## config.mk

```make
export PLATFORM = sky130hd
export DESIGN_NAME = multiplexed_rgb_led_pwm_scanner_flat
export DESIGN_NICKNAME = d
export VERILOG_FILES = /design/src/hdl/mrlps_pkg.sv /design/src/hdl/mrlps_if.sv /design/src/hdl/multiplexed_rgb_led_pwm_scanner.sv /design/src/flat_wrapper.sv
export SDC_FILE = /design/constraint.sdc
export NUM_CORES = 1
export LEC_CHECK = 0
export ABC_AREA = 0
export BUFFER_PORTS_ARGS = -buffer_cell sky130_fd_sc_hd__buf_2
export CAP_MARGIN = 20
export CORE_MARGIN = 2
export CORE_UTILIZATION = 26
export CTS_BUF_LIST = sky130_fd_sc_hd__clkbuf_8
export CTS_CLUSTER_DIAMETER = 200
export DETAILED_ROUTE_END_ITERATION = 8
export GPL_TIMING_DRIVEN = 1
export SYNTH_ARGS = -nofsm -noshare
export SYNTH_HDL_FRONTEND = slang
export SYNTH_SLANG_ARGS = --single-unit
```

## constraint.sdc

```tcl
create_clock -name clk -period 7.3 [get_ports clk]
set_clock_uncertainty 0.1 [all_clocks]
set_input_delay 0.73 -clock clk [delete_from_list [all_inputs] [get_ports clk]]
set_output_delay 0.73 -clock clk [all_outputs]
set_load 0.05 [all_outputs]
```

## src/hdl/mrlps_pkg.sv

```systemverilog
// Shared constants and types for the multiplexed RGB LED PWM scanner.
package mrlps_pkg;

    localparam int LED_COUNT_DEF = 14;

    localparam int DUTY_W       = 8;
    localparam int LED_INDEX_W  = 4;
    localparam int STEPS_W      = 5;
    localparam int TICKS_W      = 16;
    localparam int PHASE_W      = 4;
    localparam int CFG_INDEX_W  = 1;
    localparam int CFG_DATA_W   = 16;
    localparam int PRODUCT_W    = DUTY_W + STEPS_W;

    localparam logic [STEPS_W-1:0] STEPS_MAX   = STEPS_W'(16);
    localparam logic [STEPS_W-1:0] STEPS_RESET = STEPS_W'(10);
    localparam logic [TICKS_W-1:0] TICKS_RESET = TICKS_W'(1);

    localparam logic [DUTY_W-1:0] RED_RESET   = DUTY_W'(0);
    localparam logic [DUTY_W-1:0] GREEN_RESET = DUTY_W'(0);
    localparam logic [DUTY_W-1:0] BLUE_RESET  = DUTY_W'(255);

    typedef enum logic [CFG_INDEX_W-1:0] {
        REG_PWM_STEPS  = 1'b0,
        REG_SLOT_TICKS = 1'b1
    } cfg_reg_t;

    typedef enum logic {
        FUNC_TICK  = 1'b0,
        FUNC_WRITE = 1'b1
    } func_t;

    typedef struct packed {
        logic [DUTY_W-1:0] red;
        logic [DUTY_W-1:0] green;
        logic [DUTY_W-1:0] blue;
    } duty_t;

endpackage

```

## src/hdl/mrlps_if.sv

```systemverilog
// Request channel interfaces for the scanner's input and output.
interface mrlps_in_if;
    logic                                valid;
    logic                                ready;
    logic                                func;
    logic [mrlps_pkg::LED_INDEX_W-1:0]   led_index;
    logic [mrlps_pkg::DUTY_W-1:0]        red_duty;
    logic [mrlps_pkg::DUTY_W-1:0]        green_duty;
    logic [mrlps_pkg::DUTY_W-1:0]        blue_duty;

    modport source (output valid, func, led_index, red_duty, green_duty, blue_duty,
                    input ready);
    modport sink (input valid, func, led_index, red_duty, green_duty, blue_duty,
                  output ready);
endinterface

interface mrlps_out_if #(parameter int LED_COUNT = mrlps_pkg::LED_COUNT_DEF);
    logic                 valid;
    logic                 ready;
    logic [LED_COUNT-1:0] led_enables;
    logic                 red_on;
    logic                 green_on;
    logic                 blue_on;
    logic                 frame_done;

    modport source (output valid, led_enables, red_on, green_on, blue_on, frame_done,
                    input ready);
    modport sink (input valid, led_enables, red_on, green_on, blue_on, frame_done,
                  output ready);
endinterface

```

## src/hdl/multiplexed_rgb_led_pwm_scanner.sv

```systemverilog
// Top level of the multiplexed RGB LED PWM scanner with its duty memory.
//
//  Channel   Dir  Handshake        Contents
//  in_ch     in   valid/ready      func, led_index, red/green/blue duty
//  out_ch    out  valid/ready      led_enables, red/green/blue on, frame_done
//  cfg       in   cfg_we           cfg_index, cfg_data (no read-back)
//
// One request is accepted per cycle unless a stalled output fills the read stage; each result
// passes through the duty memory read at the scan slot and then the output register.
// Reset needs no clearing pass: per-entry valid bits supply the reset duties.
// A stalled output holds its result while one more request waits in the read stage.
module multiplexed_rgb_led_pwm_scanner #(
    parameter int LED_COUNT = mrlps_pkg::LED_COUNT_DEF
) (
    input  logic                              clk,
    input  logic                              rst_n,
    input  logic                              cfg_we,
    input  logic [mrlps_pkg::CFG_INDEX_W-1:0] cfg_index,
    input  logic [mrlps_pkg::CFG_DATA_W-1:0]  cfg_data,
    mrlps_in_if.sink                          in_ch,
    mrlps_out_if.source                       out_ch
);
    import mrlps_pkg::*;

    localparam int IDX_W = (LED_COUNT > 1) ? $clog2(LED_COUNT) : 1;
    localparam logic [IDX_W-1:0] LAST_SLOT = IDX_W'(LED_COUNT - 1);

    logic [STEPS_W-1:0]   pwm_steps_reg;
    logic [TICKS_W-1:0]   slot_ticks_reg;
    logic [PHASE_W-1:0]   phase_reg, phase_next;
    logic [IDX_W-1:0]     slot_reg, slot_next;
    logic [TICKS_W-1:0]   dwell_reg, dwell_next;
    logic                 frame_next;

    duty_t                mem [LED_COUNT];
    logic [LED_COUNT-1:0] written_reg;
    duty_t                rd_data_reg;

    logic                 s1_valid_reg;
    logic [IDX_W-1:0]     s1_slot_reg;
    logic [PHASE_W-1:0]   s1_phase_reg;
    logic                 s1_frame_reg;
    logic                 s1_hit_reg;
    logic                 s1_fwd_reg;
    duty_t                s1_fwd_data_reg;

    logic                 out_valid_reg;
    logic [LED_COUNT-1:0] out_enables_reg;
    logic                 out_red_reg;
    logic                 out_green_reg;
    logic                 out_blue_reg;
    logic                 out_frame_reg;

    logic                 accept;
    logic                 s1_adv;
    logic                 is_write;
    logic                 wr_in_range;
    logic [IDX_W-1:0]     wr_addr;
    duty_t                wr_data;
    duty_t                s1_duty;
    duty_t                reset_duty;
    logic [STEPS_W-1:0]   eff_steps;
    logic [TICKS_W-1:0]   eff_ticks;
    logic [PRODUCT_W-1:0] threshold;
    logic [TICKS_W-1:0]   dwell_inc;
    logic                 dwell_wrap;

    assign s1_adv       = !out_valid_reg || out_ch.ready;
    assign in_ch.ready  = !s1_valid_reg || s1_adv;
    assign accept       = in_ch.valid && in_ch.ready;
    assign is_write     = (in_ch.func == FUNC_WRITE);
    assign wr_in_range  = ({1'b0, in_ch.led_index} < (LED_INDEX_W + 1)'(LED_COUNT));
    assign wr_addr      = in_ch.led_index[IDX_W-1:0];
    assign wr_data      = '{red: in_ch.red_duty, green: in_ch.green_duty,
                            blue: in_ch.blue_duty};
    assign reset_duty   = '{red: RED_RESET, green: GREEN_RESET, blue: BLUE_RESET};

    always_comb
    begin
        if (pwm_steps_reg == '0)
        begin
            eff_steps = STEPS_W'(1);
        end
        else if (pwm_steps_reg > STEPS_MAX)
        begin
            eff_steps = STEPS_MAX;
        end
        else
        begin
            eff_steps = pwm_steps_reg;
        end
        eff_ticks = (slot_ticks_reg == '0) ? TICKS_W'(1) : slot_ticks_reg;
    end

    // Scan counters advance on each accepted tick request.
    always_comb
    begin
        dwell_inc  = dwell_reg + TICKS_W'(1);
        dwell_wrap = (dwell_inc >= eff_ticks) || (dwell_inc == '0);
        dwell_next = dwell_reg;
        slot_next  = slot_reg;
        phase_next = phase_reg;
        frame_next = 1'b0;
        if (!is_write)
        begin
            dwell_next = dwell_wrap ? '0 : dwell_inc;
            if (dwell_wrap)
            begin
                if (slot_reg >= LAST_SLOT)
                begin
                    slot_next = '0;
                    if (({1'b0, phase_reg} + STEPS_W'(1)) >= eff_steps)
                    begin
                        phase_next = '0;
                        frame_next = 1'b1;
                    end
                    else
                    begin
                        phase_next = phase_reg + PHASE_W'(1);
                    end
                end
                else
                begin
                    slot_next = slot_reg + IDX_W'(1);
                end
            end
        end
    end

    always_ff @(posedge clk or negedge rst_n)
    begin
        if (!rst_n)
        begin
            pwm_steps_reg  <= STEPS_RESET;
            slot_ticks_reg <= TICKS_RESET;
            phase_reg      <= '0;
            slot_reg       <= '0;
            dwell_reg      <= '0;
            written_reg    <= '0;
            s1_valid_reg   <= 1'b0;
            out_valid_reg  <= 1'b0;
        end
        else
        begin
            if (cfg_we)
            begin
                case (cfg_reg_t'(cfg_index))
                    REG_PWM_STEPS:  pwm_steps_reg  <= cfg_data[STEPS_W-1:0];
                    REG_SLOT_TICKS: slot_ticks_reg <= cfg_data[TICKS_W-1:0];
                    default:        ;
                endcase
            end
            if (accept)
            begin
                phase_reg <= phase_next;
                slot_reg  <= slot_next;
                dwell_reg <= dwell_next;
                if (is_write && wr_in_range)
                begin
                    written_reg[wr_addr] <= 1'b1;
                end
            end
            if (in_ch.ready)
            begin
                s1_valid_reg <= accept;
            end
            if (s1_adv)
            begin
                out_valid_reg <= s1_valid_reg;
            end
        end
    end

    // Duty memory: one write port, one registered read port at the scan slot.
    always_ff @(posedge clk)
    begin
        if (accept && is_write && wr_in_range)
        begin
            mem[wr_addr] <= wr_data;
        end
        if (accept)
        begin
            rd_data_reg <= mem[slot_reg];
        end
    end

    always_ff @(posedge clk)
    begin
        if (accept)
        begin
            s1_slot_reg     <= slot_reg;
            s1_phase_reg    <= phase_reg;
            s1_frame_reg    <= frame_next;
            s1_hit_reg      <= written_reg[slot_reg];
            s1_fwd_reg      <= is_write && wr_in_range && (wr_addr == slot_reg);
            s1_fwd_data_reg <= wr_data;
        end
    end

    always_comb
    begin
        if (s1_fwd_reg)
        begin
            s1_duty = s1_fwd_data_reg;
        end
        else if (s1_hit_reg)
        begin
            s1_duty = rd_data_reg;
        end
        else
        begin
            s1_duty = reset_duty;
        end
        threshold = {1'b0, s1_phase_reg, {DUTY_W{1'b0}}} - PRODUCT_W'(s1_phase_reg);
    end

    always_ff @(posedge clk)
    begin
        if (s1_adv && s1_valid_reg)
        begin
            out_enables_reg <= LED_COUNT'(1) << s1_slot_reg;
            out_red_reg     <= (PRODUCT_W'(s1_duty.red) * PRODUCT_W'(eff_steps)) > threshold;
            out_green_reg   <= (PRODUCT_W'(s1_duty.green) * PRODUCT_W'(eff_steps)) > threshold;
            out_blue_reg    <= (PRODUCT_W'(s1_duty.blue) * PRODUCT_W'(eff_steps)) > threshold;
            out_frame_reg   <= s1_frame_reg;
        end
    end

    assign out_ch.valid       = out_valid_reg;
    assign out_ch.led_enables = out_enables_reg;
    assign out_ch.red_on      = out_red_reg;
    assign out_ch.green_on    = out_green_reg;
    assign out_ch.blue_on     = out_blue_reg;
    assign out_ch.frame_done  = out_frame_reg;

    a_slot_in_range: assert property (@(posedge clk) disable iff (!rst_n)
        slot_reg <= LAST_SLOT)
        else $error("Scan slot left the LED range.");

    a_enable_onehot: assert property (@(posedge clk) disable iff (!rst_n)
        out_valid_reg |-> $onehot(out_enables_reg))
        else $error("LED enables are not one-hot.");

    a_frame_on_last: assert property (@(posedge clk) disable iff (!rst_n)
        (out_valid_reg && out_frame_reg) |-> out_enables_reg[LED_COUNT-1])
        else $error("Frame end reported outside the last slot.");

    a_write_forward: assert property (@(posedge clk) disable iff (!rst_n)
        (accept && is_write && wr_in_range && (wr_addr == slot_reg))
        |=> (s1_valid_reg && s1_fwd_reg))
        else $error("Write to the active slot was not forwarded.");

    a_scan_hold_on_write: assert property (@(posedge clk) disable iff (!rst_n)
        (accept && is_write) |=> ($stable(slot_reg) && $stable(phase_reg)
                                  && $stable(dwell_reg)))
        else $error("Scan advanced on a write request.");

endmodule
```

## src/flat_wrapper.sv

```systemverilog
// flat-port wrapper written by rule: the top's interface ports become plain ports
module multiplexed_rgb_led_pwm_scanner_flat import mrlps_pkg::*;
#(
    parameter int LED_COUNT = mrlps_pkg::LED_COUNT_DEF
)
  (clk, rst_n, cfg_we, cfg_index, cfg_data, in_ch_valid, in_ch_func, in_ch_led_index, in_ch_red_duty, in_ch_green_duty, in_ch_blue_duty, in_ch_ready, out_ch_valid, out_ch_led_enables, out_ch_red_on, out_ch_green_on, out_ch_blue_on, out_ch_frame_done, out_ch_ready);
  mrlps_in_if in_ch_i ();
  mrlps_out_if #(.LED_COUNT(LED_COUNT)) out_ch_i ();
  input  logic clk;
  input  logic rst_n;
  input  logic cfg_we;
  input  logic [mrlps_pkg::CFG_INDEX_W-1:0] cfg_index;
  input  logic [mrlps_pkg::CFG_DATA_W-1:0] cfg_data;
  input wire logic [$bits(in_ch_i.valid)-1:0] in_ch_valid;
  input wire logic [$bits(in_ch_i.func)-1:0] in_ch_func;
  input wire logic [$bits(in_ch_i.led_index)-1:0] in_ch_led_index;
  input wire logic [$bits(in_ch_i.red_duty)-1:0] in_ch_red_duty;
  input wire logic [$bits(in_ch_i.green_duty)-1:0] in_ch_green_duty;
  input wire logic [$bits(in_ch_i.blue_duty)-1:0] in_ch_blue_duty;
  output wire logic [$bits(in_ch_i.ready)-1:0] in_ch_ready;
  output wire logic [$bits(out_ch_i.valid)-1:0] out_ch_valid;
  output wire logic [$bits(out_ch_i.led_enables)-1:0] out_ch_led_enables;
  output wire logic [$bits(out_ch_i.red_on)-1:0] out_ch_red_on;
  output wire logic [$bits(out_ch_i.green_on)-1:0] out_ch_green_on;
  output wire logic [$bits(out_ch_i.blue_on)-1:0] out_ch_blue_on;
  output wire logic [$bits(out_ch_i.frame_done)-1:0] out_ch_frame_done;
  input wire logic [$bits(out_ch_i.ready)-1:0] out_ch_ready;
  assign in_ch_i.valid = in_ch_valid;
  assign in_ch_i.func = in_ch_func;
  assign in_ch_i.led_index = in_ch_led_index;
  assign in_ch_i.red_duty = in_ch_red_duty;
  assign in_ch_i.green_duty = in_ch_green_duty;
  assign in_ch_i.blue_duty = in_ch_blue_duty;
  assign in_ch_ready = in_ch_i.ready;
  assign out_ch_valid = out_ch_i.valid;
  assign out_ch_led_enables = out_ch_i.led_enables;
  assign out_ch_red_on = out_ch_i.red_on;
  assign out_ch_green_on = out_ch_i.green_on;
  assign out_ch_blue_on = out_ch_i.blue_on;
  assign out_ch_frame_done = out_ch_i.frame_done;
  assign out_ch_i.ready = out_ch_ready;
  multiplexed_rgb_led_pwm_scanner #(.LED_COUNT(LED_COUNT)) u_core (.clk(clk), .rst_n(rst_n), .cfg_we(cfg_we), .cfg_index(cfg_index), .cfg_data(cfg_data), .in_ch(in_ch_i), .out_ch(out_ch_i));
endmodule
```

Yosys cells after proc, flatten, opt, wreduce, memory -nomap -nowiden. Memories as Yosys holds them, arrays and structs flattened. A register that Yosys moved wholly into a read port is not among the register bits. Index checks and enable logic that the tools add are counted.

Flip-flop bits (word level): 114. Bits in writable memories: 336. Input port bits: 51. Output and inout port bits: 20. Word-level logic and storage cells: 85. Memories: 1.

Reductions and logical operators: 22. Order comparisons: 11. Equality and inequality tests: 1. $mul: 3. Bitwise logic cells: 5. Mux-type cells: 15. Add/sub/neg operators: 5. Shift-type cells: 1.

Memory list: u_core.mem (depth 14, bits a word 24, read ports 1, clocked after memory_dff 1, wr ports 1, line multiplexed_rgb_led_pwm_scanner.sv:35) `duty_t mem [LED_COUNT];`.

Operators with widths (number): $mux 24 (2); $gt 13x13->1 (3); $mul 8x5->13 (3); $logic_not 16->1 (2); $mux 16 (2); $add 16x1->16 const B (1); $ge 16x16->1 (1); $or 14x14->14 (1); $shl 1x4->14 const A (1); $sub 12x4->13 (1); $lt 4x5->1 const B (2); $mux 5 (2); $add 4x1->4 const B (2); $mux 4 (2); $reduce_and 2->1 (4); $logic_and 1x1->1 (7); $add 4x1->5 const B (1); $ge 5x5->1 (1); $gt 5x5->1 const B (1); $logic_not 5->1 (1); $mux 1 (5); $bmux 1 s4 (1); $demux 1 s4 (1); $eq 4x4->1 (1); 9 further kinds (15).

Longest topological paths before layout.
Depth in word-level cells: 8. Mapped depth: 25.

Worst setup path before layout. Ideal clock, no wire load.

Kind: register -> register. Start: register u_core.pwm_steps_reg[4]. End: register u_core.out_blue_reg, in the netlist u_core.out_ch.blue_on, data pin. Arrival time: 5450 ps. Slack: 1490 ps. Path buffers: 2. Cell stages (with the launch flop): 21. Library setup time: 260 ps. Path through: dfrtp_1 -> clkbuf_1 -> nor2b_1 -> inv_1 -> clkbuf_1 -> or2_2 -> fa_1 -> fa_1 -> fa_1 -> inv_1 -> ha_1 -> a21o_1 -> a21oi_1 -> nor2b_1 -> o21a_1 -> o41ai_1 -> or4b_2 -> o211ai_1 -> ha_1 -> o32ai_1 -> nor2_1.

Longest elaborated chain between the ends: 5. Elaborated cells between the ends (all ways): 6. Classes of those cells: 1 x mul; 2 x order compare; 2 x mux; 1 x reduce/logical.

Ends and longest elaborated chain: start, declared (line multiplexed_rgb_led_pwm_scanner.sv:28) `logic [STEPS_W-1:0] pwm_steps_reg;`; start signal, assigned (line multiplexed_rgb_led_pwm_scanner.sv:148) `REG_PWM_STEPS: pwm_steps_reg <= cfg_data[STEPS_W-1:0];`; $gt 5x5->1 (line multiplexed_rgb_led_pwm_scanner.sv:84) `else if (pwm_steps_reg > STEPS_MAX)`; $mux 5 (line multiplexed_rgb_led_pwm_scanner.sv:84); $mux 5 (*) (line multiplexed_rgb_led_pwm_scanner.sv:80) `if (pwm_steps_reg == '0)`; $mul 8x5->13 (*) (line multiplexed_rgb_led_pwm_scanner.sv:224) `out_blue_reg <= (PRODUCT_W'(s1_duty.blue) * PRODUCT_W'(eff_steps)) > threshold;`; $gt 13x13->1 (*) (line multiplexed_rgb_led_pwm_scanner.sv:224); end signal, assigned (line multiplexed_rgb_led_pwm_scanner.sv:224); end, declared (line multiplexed_rgb_led_pwm_scanner.sv:51) `logic out_blue_reg;`.

Mark *: on every way between the ends. The rest lies on a longest branch, timed or not. A chain may end at the register's enable or synchronous reset.

Worst setup path after layout.
Start: register u_core.s1_fwd_reg. End: register u_core.out_red_reg, in the netlist u_core.out_ch.red_on, data pin.

Longest elaborated chain between the ends: 3.

Ends and longest elaborated chain: start, declared (line multiplexed_rgb_led_pwm_scanner.sv:44) `logic s1_fwd_reg;`; start signal, assigned (line multiplexed_rgb_led_pwm_scanner.sv:195) `s1_fwd_reg <= is_write && wr_in_range && (wr_addr == slot_reg);`; $mux 24 (line multiplexed_rgb_led_pwm_scanner.sv:202) `if (s1_fwd_reg)`; $mul 8x5->13 (line multiplexed_rgb_led_pwm_scanner.sv:222) `out_red_reg <= (PRODUCT_W'(s1_duty.red) * PRODUCT_W'(eff_steps)) > threshold;`; $gt 13x13->1 (line multiplexed_rgb_led_pwm_scanner.sv:222); end signal, assigned (line multiplexed_rgb_led_pwm_scanner.sv:222); end, declared (line multiplexed_rgb_led_pwm_scanner.sv:49) `logic out_red_reg;`.

Every way passes these cells.

==> metrics.yaml <==
status: "complete, no violations"
grt_max_degree: 62
postRouteAntennaNets: 0
rsz0062_at_grt: "no"
multi_input_area_sq_um: 8910
cts-root-buf: "clkbuf_8"
ys_types: 62
post_cts_buffers: 0
track_usage: 0.116
worst_slack_ns: 0.986
cts_buffers: 75
rows: 110
coreArea_sq_um: 89600
drv_slew: 0
n_fill_cell: 8844
arrival_ns: 6.61
ctsLongestPathBuffers: 3
ys_seq_elements: 474
fmax_ghz: 0.158
die-area_sq_um: 92400
synth_warnings: 0
worstMarginPinSlew_ns: 0.980
worst_path_max_delay_cell: "a22oi_1"
period_needed_ns: 6.31
path_class: "reg2reg"
leakage_nw: 10.1
post_cts_resized: 0
drt_iter0_markers: 929
cp-startpoint: "u_core.s1_fwd_reg"
synth_simple_gate_area_frac: 0.0768
grt_overflow_total: 0
max_stage_delay_ns: 0.62
max-slew-margin-rel: 0.347
ys.flop_type: "edfxtp_1"
grt_pass1_wl_mm: 83.4
grt_pass1_vias: 14000
cts-htree-levels: 3
power.total_mw: 8.08
initial_core_util: 0.261
synth_top_area_cell: "edfxtp_1"
pre_cts_slack_ns: 1.07
cp.required_ns: 7.59
synth_compound_area_frac: 0.0469
ys_top_cells_by_area: "edfxtp_1, mux4_2, ha_1, dfrtp_1, fa_1"
syn_avg_cell_area_sq_um: 15.2
regArea_sq_um: 13900
fp.dieH_um: 304
synthCells: 1540
setup_tns_ns: 0
startpoint_type: "flop"
peakVddDrop_uv: 159
period_share: 0.865
area_growth_pct: 14.1
hp-class: "in2async"
antenna_found_initial: 3
synth-async-reset-ratio: 0.129
synth_top_family_by_area: "multiplexers"
synth.most_common_cell: "edfxtp_1"
seq_area_frac_synth: 0.596
portBuffers: 70
drc_errors: 0
synth_edf_count: 413
post_route_cells_drive_above_1_share: 0.230
cts_hold_buf: 0
hold-worst-slack_ns: 0.137
synth_xor_area_frac: 0.0165
critPathMostFrequentCell: "fa_1"
place_hpwl_mm: 33.9
cap_violations: 0
synth_top_cell_area_share: 0.530
wl_mm: 53.6
hold_viol_final: 0
synth_area_sq_um: 23400
cp_max_fo: 23
clk_pin_slew_ns: 0.06
drt_first_pass_iters: 5
clkLatencyLatePin_ns: 0.66
power-per-cell-area_nw_per_um2: 303
synth_common_cells: "edfxtp_1, ha_1, nor2_1"
synthAdderAreaFrac: 0.116
fin_util: 0.298
pin_count: 71
num_vias: 13300
fin_nets: 1901
wire_per_inst_um: 18.5
vias_per_cell: 4.59
tritoncts: "yes"
report.final.setup_viol: 0
die_w_um: 304
gp_congestion: 0.813
synth_mux_area_frac: 0.123
r2r-start: "u_core.s1_fwd_reg"
endpoint_kind: "flop"
largest_reg_flops: 336
crit_path_cell_trace: "buf_4 -> nor2b_1 -> buf_4 -> a22oi_1 -> nand2b_1 -> fa_1 -> fa_1 -> fa_1 -> inv_1 -> ha_1 -> a21o_1 -> a21oi_1 -> nor2b_1 -> o21ai_0 -> nand2b_1 -> xor2_1 -> ha_1 -> and4_1 -> a2111oi_0 -> o211ai_1 -> o2111ai_1 -> a21oi_1"
numClockSinks: 474
[critical path: cells and delay by family (launching register included)]
family,cells,cell delay (ns)
AOI/OAI and AO/OA,8,2.04
adders and majority gates,5,2.13
xor gates and xnor gates,1,0.15
buffers and inverters,3,0.60
and+or+nand+nor,5,0.66
DFF,1,0.36
[per-layer routing]
| layer | part of all wire | vias up | routed length, um | global-route usage |
|---|---|---|---|---|
| li1 | - | 6079 | - | - |
| met1 | 0.43 | 6782 | 23000 | 0.147 |
| met2 | 0.50 | 330 | 26700 | 0.200 |
| met3 | 0.046 | 91 | 2490 | 0.0182 |
| met4 | 0.026 | 0 | 1420 | 0.0447 |
| met5 | 0 | - | 0 | 0 |
[cell type report]
type,count,area share
diodes,1,0.0000938
clock buffers,81,0.0418
clock inverters,49,0.00999
inverters,105,0.0148
multi-input cells,909,0.334
flip-flops and latches,474,0.522
well taps,1176,0.0551
repair buffers,101,0.0219
[where the power goes]
part	switching [mW]	internal, mW
clock	1.04	1.06
sequential	0.213	3.13
combinational	1.34	1.29
[path summary, 6_finish.rpt]
| check | endpoint | slack [ns] | depth (start not counted) |
|---|---|---|---|
| worst max-delay path | u_core.out_ch.red_on | 0.99 | 22 |
| worst min-delay path | u_core.s1_valid_reg | 0.14 | 2 |
| worst max register to register | u_core.out_ch.red_on | 0.99 | 22 |
| worst min register to register | u_core.out_ch.frame_done | 0.34 | 0 |
| max in group asynchronous | u_core.slot_reg[0] | 6.33 | 2 |
| min in group clk | u_core.slot_ticks_reg[10] | 0.22 | 2 |
[placed cells by master (no fill, tap or decap), types with 5 or more instances in the layout]
cell type / n
a2111oi_0: 7
and3_1: 6
xor2_1: 17
nor3_2: 5
a22o_1: 15
buf_4: 31
o21a_1: 8
or2_2: 29
clkbuf_8: 81
nor2b_1: 19
buf_2: 70
o21ai_0: 22
a21oi_1: 26
a211oi_1: 6
nor2_2: 10
nor4_1: 13
clkinv_1: 5
ha_1: 130
nand2b_1: 21
o22ai_1: 8
mux2i_1: 12
nor3_1: 27
nand4_1: 10
dfrtp_1: 55
nand3_1: 21
inv_1: 136
edfxtp_1: 413
nand2_1: 64
mux2_2: 45
fa_1: 54
nor2_1: 120
a22oi_1: 16
mux4_2: 99
o211ai_1: 5
a21o_1: 15
xnor2_1: 27
[logic make-up (layout without fill, tap and decap cells)]
kind of cell / after synthesis / in the layout
XOR/XNOR: 44 / 44
AND/OR/NAND/NOR: 366 / 366
AO/OA/AOI/OAI: 155 / 155
flip-flops: 474 / 474
buffers and inverters: 159 / 336
adder cells (fa/ha/maj): 184 / 184
multiplexers: 157 / 157
other: 1 / 4
[through the flow]
stage	instances	instance area, sq um
after CTS	2895	26700
after detailed placement	2765	25300
after global routing	2896	26700
final	2896	26700
after global placement	2765	25300
after floorplan	1542	23400
Power figures use the tool's default switching activity.
